`config.mk`:
```
export PLATFORM = sky130hd
export DESIGN_NAME = sliding_window_median_deviation
export DESIGN_NICKNAME = d
export VERILOG_FILES = /design/src/swmd_pkg.sv /design/src/swmd_ram.sv /design/src/swmd_ctrl.sv /design/src/swmd_dp.sv /design/src/sliding_window_median_deviation.sv
export SDC_FILE = /design/constraint.sdc
export NUM_CORES = 2
export LEC_CHECK = 0
export ABC_AREA = 1
export BUFFER_PORTS_ARGS = -buffer_cell sky130_fd_sc_hd__buf_4
export CORE_MARGIN = 5
export CORE_UTILIZATION = 29
export DETAILED_ROUTE_END_ITERATION = 10
export PLACE_DENSITY = 0.4
export SYNTH_ARGS = -nofsm -noshare
export SYNTH_HDL_FRONTEND = slang
export SYNTH_HIERARCHICAL = 1
export SYNTH_SLANG_ARGS = --single-unit
```
`constraint.sdc`:
```
create_clock -name clock -period 7.15 [get_ports clock]
set_input_delay 1.43 -clock clock [delete_from_list [all_inputs] [get_ports clock]]
set_output_delay 1.43 -clock clock [all_outputs]
set_load 0.01 [all_outputs]
```
`src/swmd_pkg.sv`:
```
package swmd_pkg;

   localparam int WINDOW_MAX    = 64;
   localparam int SAMPLE_BITS   = 32;
   localparam int PTR_BITS      = $clog2(WINDOW_MAX);
   localparam int CNT_BITS      = PTR_BITS + 1;
   localparam int CFG_BITS      = 7;
   localparam int COST_BITS     = 37;
   localparam int ACC_BITS      = 38;
   localparam int REQ_DATA_BITS = 32;
   localparam int RSP_DATA_BITS = 40;

   typedef enum logic [3:0] {
      ST_IDLE,
      ST_CHECK,
      ST_CAND_RD,
      ST_CAND_LD,
      ST_CMP_RD,
      ST_CMP_ACC,
      ST_TEST,
      ST_SUM_RD,
      ST_SUM_ACC,
      ST_OUT
   } state_type;

   typedef struct packed {
      logic write;
      logic init_j;
      logic sel_j;
      logic load_cand;
      logic cmp;
      logic next_j;
      logic sum_init;
      logic sum_step;
      logic load_out;
   } cmd_type;

   typedef struct packed {
      logic full;
      logic i_last;
      logic is_median;
      logic out_busy;
   } status_type;

endpackage

```
`src/swmd_ram.sv`:
```
module swmd_ram #(
   parameter int WIDTH = 32,
   parameter int DEPTH = 64
) (
   input  logic                     clock,
   input  logic                     wr_en,
   input  logic [$clog2(DEPTH)-1:0] wr_addr,
   input  logic [WIDTH-1:0]         wr_data,
   input  logic [$clog2(DEPTH)-1:0] rd_addr,
   output logic [WIDTH-1:0]         rd_data
);

   logic [WIDTH-1:0] mem_ff [DEPTH];
   logic [WIDTH-1:0] rd_data_ff;

   always_ff @(posedge clock) begin
      if (wr_en) begin
         mem_ff[wr_addr] <= wr_data;
      end
      rd_data_ff <= mem_ff[rd_addr];
   end

   assign rd_data = rd_data_ff;

endmodule

```
`src/swmd_ctrl.sv`:
```
module swmd_ctrl (
   input  logic                 clock,
   input  logic                 reset,
   input  logic                 req_valid,
   output logic                 req_ready,
   input  swmd_pkg::status_type status,
   output swmd_pkg::cmd_type    cmd
);

   swmd_pkg::state_type state_ff, state_in;

   always_ff @(posedge clock) begin
      if (reset) begin
         state_ff <= swmd_pkg::ST_IDLE;
      end else begin
         state_ff <= state_in;
      end
   end

   always_comb begin
      state_in  = state_ff;
      cmd       = '0;
      req_ready = 1'b0;
      unique case (state_ff)
         swmd_pkg::ST_IDLE: begin
            req_ready = 1'b1;
            if (req_valid) begin
               cmd.write = 1'b1;
               state_in  = swmd_pkg::ST_CHECK;
            end
         end
         swmd_pkg::ST_CHECK: begin
            if (status.full) begin
               cmd.init_j = 1'b1;
               state_in   = swmd_pkg::ST_CAND_RD;
            end else begin
               state_in = swmd_pkg::ST_IDLE;
            end
         end
         swmd_pkg::ST_CAND_RD: begin
            cmd.sel_j = 1'b1;
            state_in  = swmd_pkg::ST_CAND_LD;
         end
         swmd_pkg::ST_CAND_LD: begin
            cmd.load_cand = 1'b1;
            state_in      = swmd_pkg::ST_CMP_RD;
         end
         swmd_pkg::ST_CMP_RD: begin
            state_in = swmd_pkg::ST_CMP_ACC;
         end
         swmd_pkg::ST_CMP_ACC: begin
            cmd.cmp  = 1'b1;
            state_in = status.i_last ? swmd_pkg::ST_TEST : swmd_pkg::ST_CMP_RD;
         end
         swmd_pkg::ST_TEST: begin
            // keep the candidate whose rank straddles the lower-median slot
            if (status.is_median) begin
               cmd.sum_init = 1'b1;
               state_in     = swmd_pkg::ST_SUM_RD;
            end else begin
               cmd.next_j = 1'b1;
               state_in   = swmd_pkg::ST_CAND_RD;
            end
         end
         swmd_pkg::ST_SUM_RD: begin
            state_in = swmd_pkg::ST_SUM_ACC;
         end
         swmd_pkg::ST_SUM_ACC: begin
            cmd.sum_step = 1'b1;
            state_in     = status.i_last ? swmd_pkg::ST_OUT : swmd_pkg::ST_SUM_RD;
         end
         swmd_pkg::ST_OUT: begin
            // hold until the result register is free
            if (!status.out_busy) begin
               cmd.load_out = 1'b1;
               state_in     = swmd_pkg::ST_IDLE;
            end
         end
         default: begin
            state_in = swmd_pkg::ST_IDLE;
         end
      endcase
   end

endmodule

```
`src/swmd_dp.sv`:
```
module swmd_dp (
   input  logic                                 clock,
   input  logic                                 reset,
   input  swmd_pkg::cmd_type                    cmd,
   output swmd_pkg::status_type                 status,
   input  logic [swmd_pkg::SAMPLE_BITS-1:0]     sample,
   input  logic                                 csr_valid,
   input  logic [swmd_pkg::CFG_BITS-1:0]        csr_data,
   input  logic                                 rsp_ready,
   output logic                                 rsp_valid,
   output logic [swmd_pkg::COST_BITS-1:0]       rsp_cost
);

   localparam int PB = swmd_pkg::PTR_BITS;
   localparam int CB = swmd_pkg::CNT_BITS;
   localparam int SB = swmd_pkg::SAMPLE_BITS;
   localparam int AB = swmd_pkg::ACC_BITS;

   logic [PB-1:0]                     ptr_ff, ptr_in;
   logic [CB-1:0]                     fill_ff, fill_in;
   logic [swmd_pkg::CFG_BITS-1:0]     ksize_ff, ksize_in;
   logic [CB-1:0]                     j_ff, j_in, i_ff, i_in;
   logic [CB-1:0]                     lt_ff, lt_in, le_ff, le_in;
   logic [SB-1:0]                     cand_ff, cand_in, med_ff, med_in;
   logic [AB-1:0]                     acc_ff, acc_in;
   logic                              rsp_valid_ff, rsp_valid_in;
   logic [swmd_pkg::COST_BITS-1:0]    rsp_cost_ff, rsp_cost_in;

   logic [CB-1:0]  keff, half, idx;
   logic [PB-1:0]  rd_addr;
   logic [SB-1:0]  rd_data;
   logic           is_lt, is_le;
   logic [SB:0]    diff, mag;

   swmd_ram #(
      .WIDTH(SB),
      .DEPTH(swmd_pkg::WINDOW_MAX)
   ) u_ring (
      .clock   (clock),
      .wr_en   (cmd.write),
      .wr_addr (ptr_ff),
      .wr_data (sample),
      .rd_addr (rd_addr),
      .rd_data (rd_data)
   );

   always_comb begin
      if (ksize_ff == '0) begin
         keff = CB'(1);
      end else if (int'(ksize_ff) > swmd_pkg::WINDOW_MAX) begin
         keff = CB'(swmd_pkg::WINDOW_MAX);
      end else begin
         keff = CB'(ksize_ff);
      end
   end

   assign half    = CB'(({1'b0, keff} + (CB + 1)'(1)) >> 1);
   assign idx     = cmd.sel_j ? j_ff : i_ff;
   // newest sample sits one slot behind the write pointer
   assign rd_addr = ptr_ff - PB'(1) - idx[PB-1:0];

   assign is_lt = $signed(rd_data) < $signed(cand_ff);
   assign is_le = $signed(rd_data) <= $signed(cand_ff);
   assign diff  = {rd_data[SB-1], rd_data} - {med_ff[SB-1], med_ff};
   assign mag   = diff[SB] ? (SB + 1)'(-diff) : diff;

   always_comb begin
      ptr_in       = ptr_ff;
      fill_in      = fill_ff;
      ksize_in     = ksize_ff;
      j_in         = j_ff;
      i_in         = i_ff;
      lt_in        = lt_ff;
      le_in        = le_ff;
      cand_in      = cand_ff;
      med_in       = med_ff;
      acc_in       = acc_ff;
      rsp_valid_in = rsp_valid_ff;
      rsp_cost_in  = rsp_cost_ff;

      if (csr_valid) begin
         ksize_in = csr_data;
      end
      if (cmd.write) begin
         ptr_in = ptr_ff + PB'(1);
         if (int'(fill_ff) < swmd_pkg::WINDOW_MAX) begin
            fill_in = fill_ff + CB'(1);
         end
      end
      if (cmd.init_j) begin
         j_in = '0;
      end
      if (cmd.next_j) begin
         j_in = j_ff + CB'(1);
      end
      if (cmd.load_cand) begin
         cand_in = rd_data;
         i_in    = '0;
         lt_in   = '0;
         le_in   = '0;
      end
      if (cmd.cmp) begin
         lt_in = lt_ff + CB'(is_lt);
         le_in = le_ff + CB'(is_le);
         i_in  = i_ff + CB'(1);
      end
      if (cmd.sum_init) begin
         med_in = cand_ff;
         i_in   = '0;
         acc_in = '0;
      end
      if (cmd.sum_step) begin
         acc_in = acc_ff + AB'(mag);
         i_in   = i_ff + CB'(1);
      end
      if (rsp_valid_ff && rsp_ready) begin
         rsp_valid_in = 1'b0;
      end
      if (cmd.load_out) begin
         rsp_valid_in = 1'b1;
         rsp_cost_in  = acc_ff[swmd_pkg::COST_BITS-1:0];
      end
   end

   always_ff @(posedge clock) begin
      if (reset) begin
         ptr_ff       <= '0;
         fill_ff      <= '0;
         ksize_ff     <= swmd_pkg::CFG_BITS'(1);
         rsp_valid_ff <= 1'b0;
      end else begin
         ptr_ff       <= ptr_in;
         fill_ff      <= fill_in;
         ksize_ff     <= ksize_in;
         rsp_valid_ff <= rsp_valid_in;
      end
   end

   always_ff @(posedge clock) begin
      j_ff        <= j_in;
      i_ff        <= i_in;
      lt_ff       <= lt_in;
      le_ff       <= le_in;
      cand_ff     <= cand_in;
      med_ff      <= med_in;
      acc_ff      <= acc_in;
      rsp_cost_ff <= rsp_cost_in;
   end

   assign status.full      = fill_ff >= keff;
   assign status.i_last    = i_ff == (keff - CB'(1));
   assign status.is_median = (lt_ff < half) && (le_ff >= half);
   assign status.out_busy  = rsp_valid_ff && !rsp_ready;

   assign rsp_valid = rsp_valid_ff;
   assign rsp_cost  = rsp_cost_ff;

endmodule

```
`src/sliding_window_median_deviation.sv`:
```
// Sliding-window median absolute deviation. Each req transfer brings one signed
// sample; once K samples (csr window_size, 0 read as 1, above 64 read as 64)
// have arrived since reset, each sample yields one rsp transfer with the sum of
// |x - m| over the last K samples, m being their lower median. One sample is
// processed at a time: the samples live in a single-port-read RAM, and a
// controller walks candidates, ranking each against the whole window one RAM
// read at a time, then sums deviations the same way. While the window is not
// yet full an item ends at the fill check; otherwise the candidate walk stops
// as soon as the median is found. A finished result waits in its own register,
// so the next sample is taken while it is unread.
module sliding_window_median_deviation (
   input  logic        clock,
   input  logic        reset,
   input  logic        req_tvalid,
   output logic        req_tready,
   input  logic [31:0] req_tdata,   // [31:0] sample
   output logic        rsp_tvalid,
   input  logic        rsp_tready,
   output logic [39:0] rsp_tdata,   // [36:0] cost, [39:37] zero
   input  logic        csr_valid,
   output logic        csr_ready,
   input  logic [6:0]  csr_wdata    // [6:0] window_size
);

   swmd_pkg::cmd_type                  cmd;
   swmd_pkg::status_type               status;
   logic [swmd_pkg::COST_BITS-1:0]     cost;

   assign csr_ready = 1'b1;

   swmd_ctrl u_ctrl (
      .clock     (clock),
      .reset     (reset),
      .req_valid (req_tvalid),
      .req_ready (req_tready),
      .status    (status),
      .cmd       (cmd)
   );

   swmd_dp u_dp (
      .clock     (clock),
      .reset     (reset),
      .cmd       (cmd),
      .status    (status),
      .sample    (req_tdata[swmd_pkg::SAMPLE_BITS-1:0]),
      .csr_valid (csr_valid),
      .csr_data  (csr_wdata),
      .rsp_ready (rsp_tready),
      .rsp_valid (rsp_tvalid),
      .rsp_cost  (cost)
   );

   assign rsp_tdata = {{(swmd_pkg::RSP_DATA_BITS - swmd_pkg::COST_BITS){1'b0}}, cost};

endmodule

```
Yosys cells after proc, flatten, opt, wreduce, memory -nomap -nowiden
Memories as Yosys holds them, arrays and structs flattened. A register that Yosys moved wholly into a read port is not among the register bits.
Index checks and enable logic that the tools add are counted.
Widths: inputs -> output; s select.
- register bits after elaboration: 192
- memory bits (writable): 2048
- input bits: 44
- output and inout bits: 43
- memories: 1
- memory list (name ; words ; width ; rd ports ; clocked after memory_dff ; write ports ; RTL line ; source):
    u_dp.u_ring.mem_ff ; 64 ; 32 ; 1 ; 1 ; 1 ; swmd_ram.sv:13 ; logic [WIDTH-1:0] mem_ff [DEPTH];
- add/sub/neg operators: 13
- order comparisons: 7
- equal/unequal tests: 12
- muxes and demuxes: 39
- reduce and logical (&&, ||, !) cells: 13
- operator list (operator ; count):
    $mux 38 ; 2
    $mux 7 ; 10
    $pmux 4 s10 ; 1
    $add 38x33->38 ; 1
    $mux 33 ; 1
    $neg 33->33 ; 1
    $sub 32x32->33 ; 1
    $le 32x32->1 ; 1
    $lt 32x32->1 ; 1
    $add 7x1->7 const B ; 3
    $mux 1 ; 17
    $eq 4x3->1 const B ; 4
    $add 7x1->7 ; 2
    $ge 7x7->1 ; 2
    $mux 4 ; 3
    $add 7x1->8 const B ; 1
    $eq 4x2->1 const B ; 2
    $eq 4x4->1 const B ; 2
    $reduce_bool 2->1 ; 4
    $eq 7x7->1 ; 1
    $gt 7x7->1 const B ; 1
    $logic_not 7->1 ; 1
    $lt 7x7->1 ; 1
    $lt 7x7->1 const B ; 1
    other kinds (14) ; 20

Logic depth before layout (Yosys ltp)
- word-level depth: 10
- gate-level depth with buffers: 34
- gate-level depth less buffers: 33

By module
Netlist, hierarchy kept.
- by module, submodules not included (module ; times used ; cells an instance ; area each (um^2) ; sequential area each (um^2)):
    swmd_ram ; 1 ; 6769 ; 82738.1 ; 62139.6
    swmd_dp ; 1 ; 1813 ; 13828.3 ; 5375.2
    swmd_ctrl ; 1 ; 59 ; 354.1 ; 80.1
    sliding_window_median_deviation ; 1 ; 6 ; 37.5 ; 0.0

Least setup slack after synthesis
Ideal clock, no wire load.
- kind: input port to flip-flop
- from: input port req_tvalid
- to: memory u_dp.u_ring.mem_ff[48][0], enable pin
- setup time: 0.502 ns
- data arrival time: 5.419 ns
- setup slack: 1.229 ns
- cell stages on the path: 5
- cell sequence: inv_1 > nor2_1 > clkbuf_1 > nand4_1 > nor4_1
- RTL lines (what ; RTL line ; source):
    start: declaration ; sliding_window_median_deviation.sv:14 ; input logic req_tvalid,
    end: declaration ; swmd_ram.sv:13 ;

Worst setup path in the final report
- from: register u_dp.med_ff[0]
- to: register u_dp.acc_ff[22] (data pin)
- longest elaborated chain between the ends: 5
- ends and longest elaborated chain (what ; RTL line ; source):
    start: declaration ; swmd_dp.sv:24 ; logic [SB-1:0] cand_ff, cand_in, med_ff, med_in;
    start signal: assignment ; swmd_dp.sv:145 ; med_ff <= med_in;
    $sub 32x32->33 (*) ; swmd_dp.sv:64 ; assign diff = {rd_data[SB-1], rd_data} - {med_ff[SB-1], med_ff};
    $neg 33->33 ; swmd_dp.sv:65 ; assign mag = diff[SB] ? (SB + 1)'(-diff) : diff;
    $mux 33 (*) ; swmd_dp.sv:65 ;
    $add 38x33->38 (*) ; swmd_dp.sv:113 ; acc_in = acc_ff + AB'(mag);
    $mux 38 (*) ; swmd_dp.sv:112 ; if (cmd.sum_step) begin
    end signal: assignment ; swmd_dp.sv:146 ; acc_ff <= acc_in;
    end: declaration ; swmd_dp.sv:25 ; logic [AB-1:0] acc_ff, acc_in;
Every way passes the cells marked *; elsewhere a longest branch is shown, timed or not.
A chain may end at the register's enable or synchronous reset.

==> flow_metrics.env <==
export IMPL_status="finished clean"
export IMPL_drc=0
export IMPL_core_mm2=0.333
export IMPL_synth_area_mm2=0.0970
export IMPL_worst_setup_path_start_kind="register"
export IMPL_cp_common_cell="nand2_1"
export IMPL_drt_total_wl_um=325000
export IMPL_cp_num_cells=28
export IMPL_htreeDepth=5
export IMPL_drt_iter0_markers=5813
export IMPL_synthFlopType="edfxtp_1"
export IMPL_drtAntennaViolNets=0
export IMPL_seq_area_mm2=0.0676
export IMPL_placed_cells=12800
export IMPL_hold_class="register to register"
export IMPL_ys_types=52
export IMPL_vias=65600
export IMPL_hold_buffers=0
export IMPL_critPathKind="register to register"
export IMPL_worst_slew_pin_slew_ns=1.16
export IMPL_ys_warn_count=6
export IMPL_path_buf_inv=3
export IMPL_finClkSkew_ns=0.0521
export IMPL_reg2reg_from="u_dp/med_ff[0]"
export IMPL_fin_crit_ns=5.09
export IMPL_post_cts_resized=0
export IMPL_nFillCells=33200
export IMPL_synth_area_top_cells="edfxtp_1 (69%), nand2_1 (11%), nand3_1 (10%)"
export IMPL_clock_sinks=2270
export IMPL_cp_startpoint="u_dp/med_ff[0]"
export IMPL_clkTransAtPathRegs_ns=0.06
export IMPL_crit_family="simple AND/OR/NAND/NOR gates"
export IMPL_r2r_slack_ns=2.06
export IMPL_synth_edf_count=2213
export IMPL_drv_slew=0
export IMPL_die_w_um=588
export IMPL_yosys_top_cells_count="nand2_1 (2720), edfxtp_1 (2213), nand3_1 (1997)"
export IMPL_clkLatencyLatePin_ns=0.89
export IMPL_clockBufferDepth=4
export IMPL_power_density_mw_per_mm2=339
export IMPL_antenna_found_initial=24
export IMPL_rsz0062_at_grt="no"
export IMPL_multi_input_area_mm2=0.0263
export IMPL_start_util=0.291
export IMPL_yosysSeqAreaShare=0.697
export IMPL_grt_first_pass_wirelength_um=466000
export IMPL_maxCapViolCount=0
export IMPL_crit_required_ns=7.79
export IMPL_leakagePower_uw=0.0400
export IMPL_grt_pass1_vias=63100
export IMPL_rows=212
export IMPL_ys_ff_latch=2270
export IMPL_routabilityCongestion=0.862
export IMPL_relSlewSlack=0.224
export IMPL_synth_top_area_cell="edfxtp_1"
export IMPL_holdPathStages=0
export IMPL_die_area_mm2=0.346
export IMPL_fin_setup_tns_ns=0
export IMPL_finalHoldViolCount=0
export IMPL_setup_viol=0
export IMPL_cts_tree="yes"
export IMPL_synth_top_area_share=0.685
export IMPL_pin_count=87
export IMPL_post_synth_top_count_cell="nand2_1"
export IMPL_cts_buffers=267
export IMPL_grt_overflow=0
export IMPL_max_clock_freq_ghz=0.196
export IMPL_fp_dieH_um=588
export IMPL_root_buffer="clkbuf_16"
export IMPL_hold_slack_ns=0.430
export IMPL_avgSynthCellArea_um2=11.2
export IMPL_port_buffers=82
export IMPL_worst_ir_drop_vdd_mv=0.202
export IMPL_async_reset_ff_frac=0
export IMPL_wl_per_cell_um=24.4
export IMPL_cp_slowest_cell="nor4_1"
export IMPL_rr_endpoint="u_dp/acc_ff[22]"
export IMPL_fin_cells=13300
export IMPL_cpPeakStageDelay_ns=0.56
export IMPL_reg2regPathDepth=28
export IMPL_grt_max_degree=163
export IMPL_drive_above_1_share=0.0813
export IMPL_hpwl_um=176000
export IMPL_firstDrtPassIters=6
export IMPL_area_delta_synth_final_pct=14.7
export IMPL_fin_util=0.334
export IMPL_via_per_inst=4.93
export IMPL_cp_end_kind="register"
export IMPL_cp_endpoint="u_dp/acc_ff[22]"
export IMPL_path_max_fanout=26
export IMPL_finalCritPeriodShare=0.712
export IMPL_arrival_ns=5.74
export IMPL_fin_nets=8881
export IMPL_post_cts_buffers=0
export IMPL_netlist_instances=8647
export IMPL_grt_use_total=0.182
[layout by cell type (no fill, tap or decap), types with 10 or more instances in the layout]
master        n
nand4_1      28
nand2_1    2720
nand2_2      20
nor2_4       59
o21ai_0     106
clkinv_2     35
clkbuf_1     63
xnor2_1      21
buf_4       215
nand3_1    1997
ha_1        134
nor2_2       10
diode_2      20
buf_12       30
clkbuf_16   280
a21oi_1     142
dfxtp_1      57
nor4_1       11
xor2_1       20
nor2_1      181
nor3_1       30
inv_6        12
inv_1       327
edfxtp_1   2213
clkinv_1     66
[registers in the layout (all words and copies together), names as in the netlist]
signal / flops
u_dp/u_ring/mem_ff: 2048
u_dp/acc_ff: 37
u_dp/rsp_cost: 37
u_dp/cand_ff: 32
u_dp/med_ff: 32
u_dp/u_ring/rd_data: 32
u_dp/fill_ff: 7
u_dp/i_ff: 7
u_dp/ksize_ff: 7
u_dp/le_ff: 7
u_dp/lt_ff: 7
u_dp/j_ff: 6
u_dp/ptr_ff: 6
u_ctrl/state_ff: 4
u_dp/rsp_valid: 1
[routing by layer]
metal | vias to the layer above | GRT usage | routed length [um]
met3 | 413 | 0.0228 | 16500
met1 | 32900 | 0.259 | 149000
met2 | 1764 | 0.295 | 152000
li1 | 30500 | - | -
met4 | 6 | 0.0444 | 7890
met5 | - | 0 | 26
[cell families (layout without fill, tap and decap cells)]
group           after synthesis  after routing  share of synthesized area
fa+ha+maj                   138            138                     0.0180
simple gates               5092           5092                      0.227
compound gates              293            293                     0.0163
xor+xnor                     46             46                    0.00423
other cells                   3             26                   0.000116
buf+inv                     805           1062                     0.0375
flops                      2270           2270                      0.697
[final cells by class]
type	count	share of cell area
Tap cell	4387	0.0494
Antenna cell	20	0.000450
Sequential cell	2270	0.608
Timing Repair Buffer	245	0.0199
Clock inverter	128	0.00789
Clock buffer	349	0.0659
Multi-Input combinational cell	5575	0.237
Inverter	340	0.0118
[through the flow]
step	instance area, um2	setup slack [ns]	total power [uW]
final	111000	2.06	37700
after global placement	103000	2.03	25000
after CTS	111000	2.04	38200
after detailed placement	103000	2.06	25000
after floorplan	97000	1.23	21500
after global routing	111000	1.50	39800
[power breakdown]
group	internal [uW]	switching (uW)	leakage [uW]
Sequential	14800	110	0.0203
Combinational	2720	7120	0.0157
Clock	7490	5540	0.00401
[worst min-delay path by stage]
stage	from	slack (ns)	to
6_report	u_dp/u_ring/rd_data[0]	0.43	u_dp/cand_ff[0]
5_1_grt	u_dp/cand_ff[29]	0.44	u_dp/med_ff[29]
4_1_cts	u_dp/u_ring/rd_data[0]	0.43	u_dp/cand_ff[0]
3_5_place_dp	u_dp/u_ring/rd_data[0]	0.42	u_dp/cand_ff[0]
3_3_place_gp	u_dp/u_ring/rd_data[0]	0.43	u_dp/cand_ff[0]
2_1_floorplan	u_dp/u_ring/rd_data[0]	0.41	u_dp/cand_ff[0]
Power figures use the tool's default switching activity.
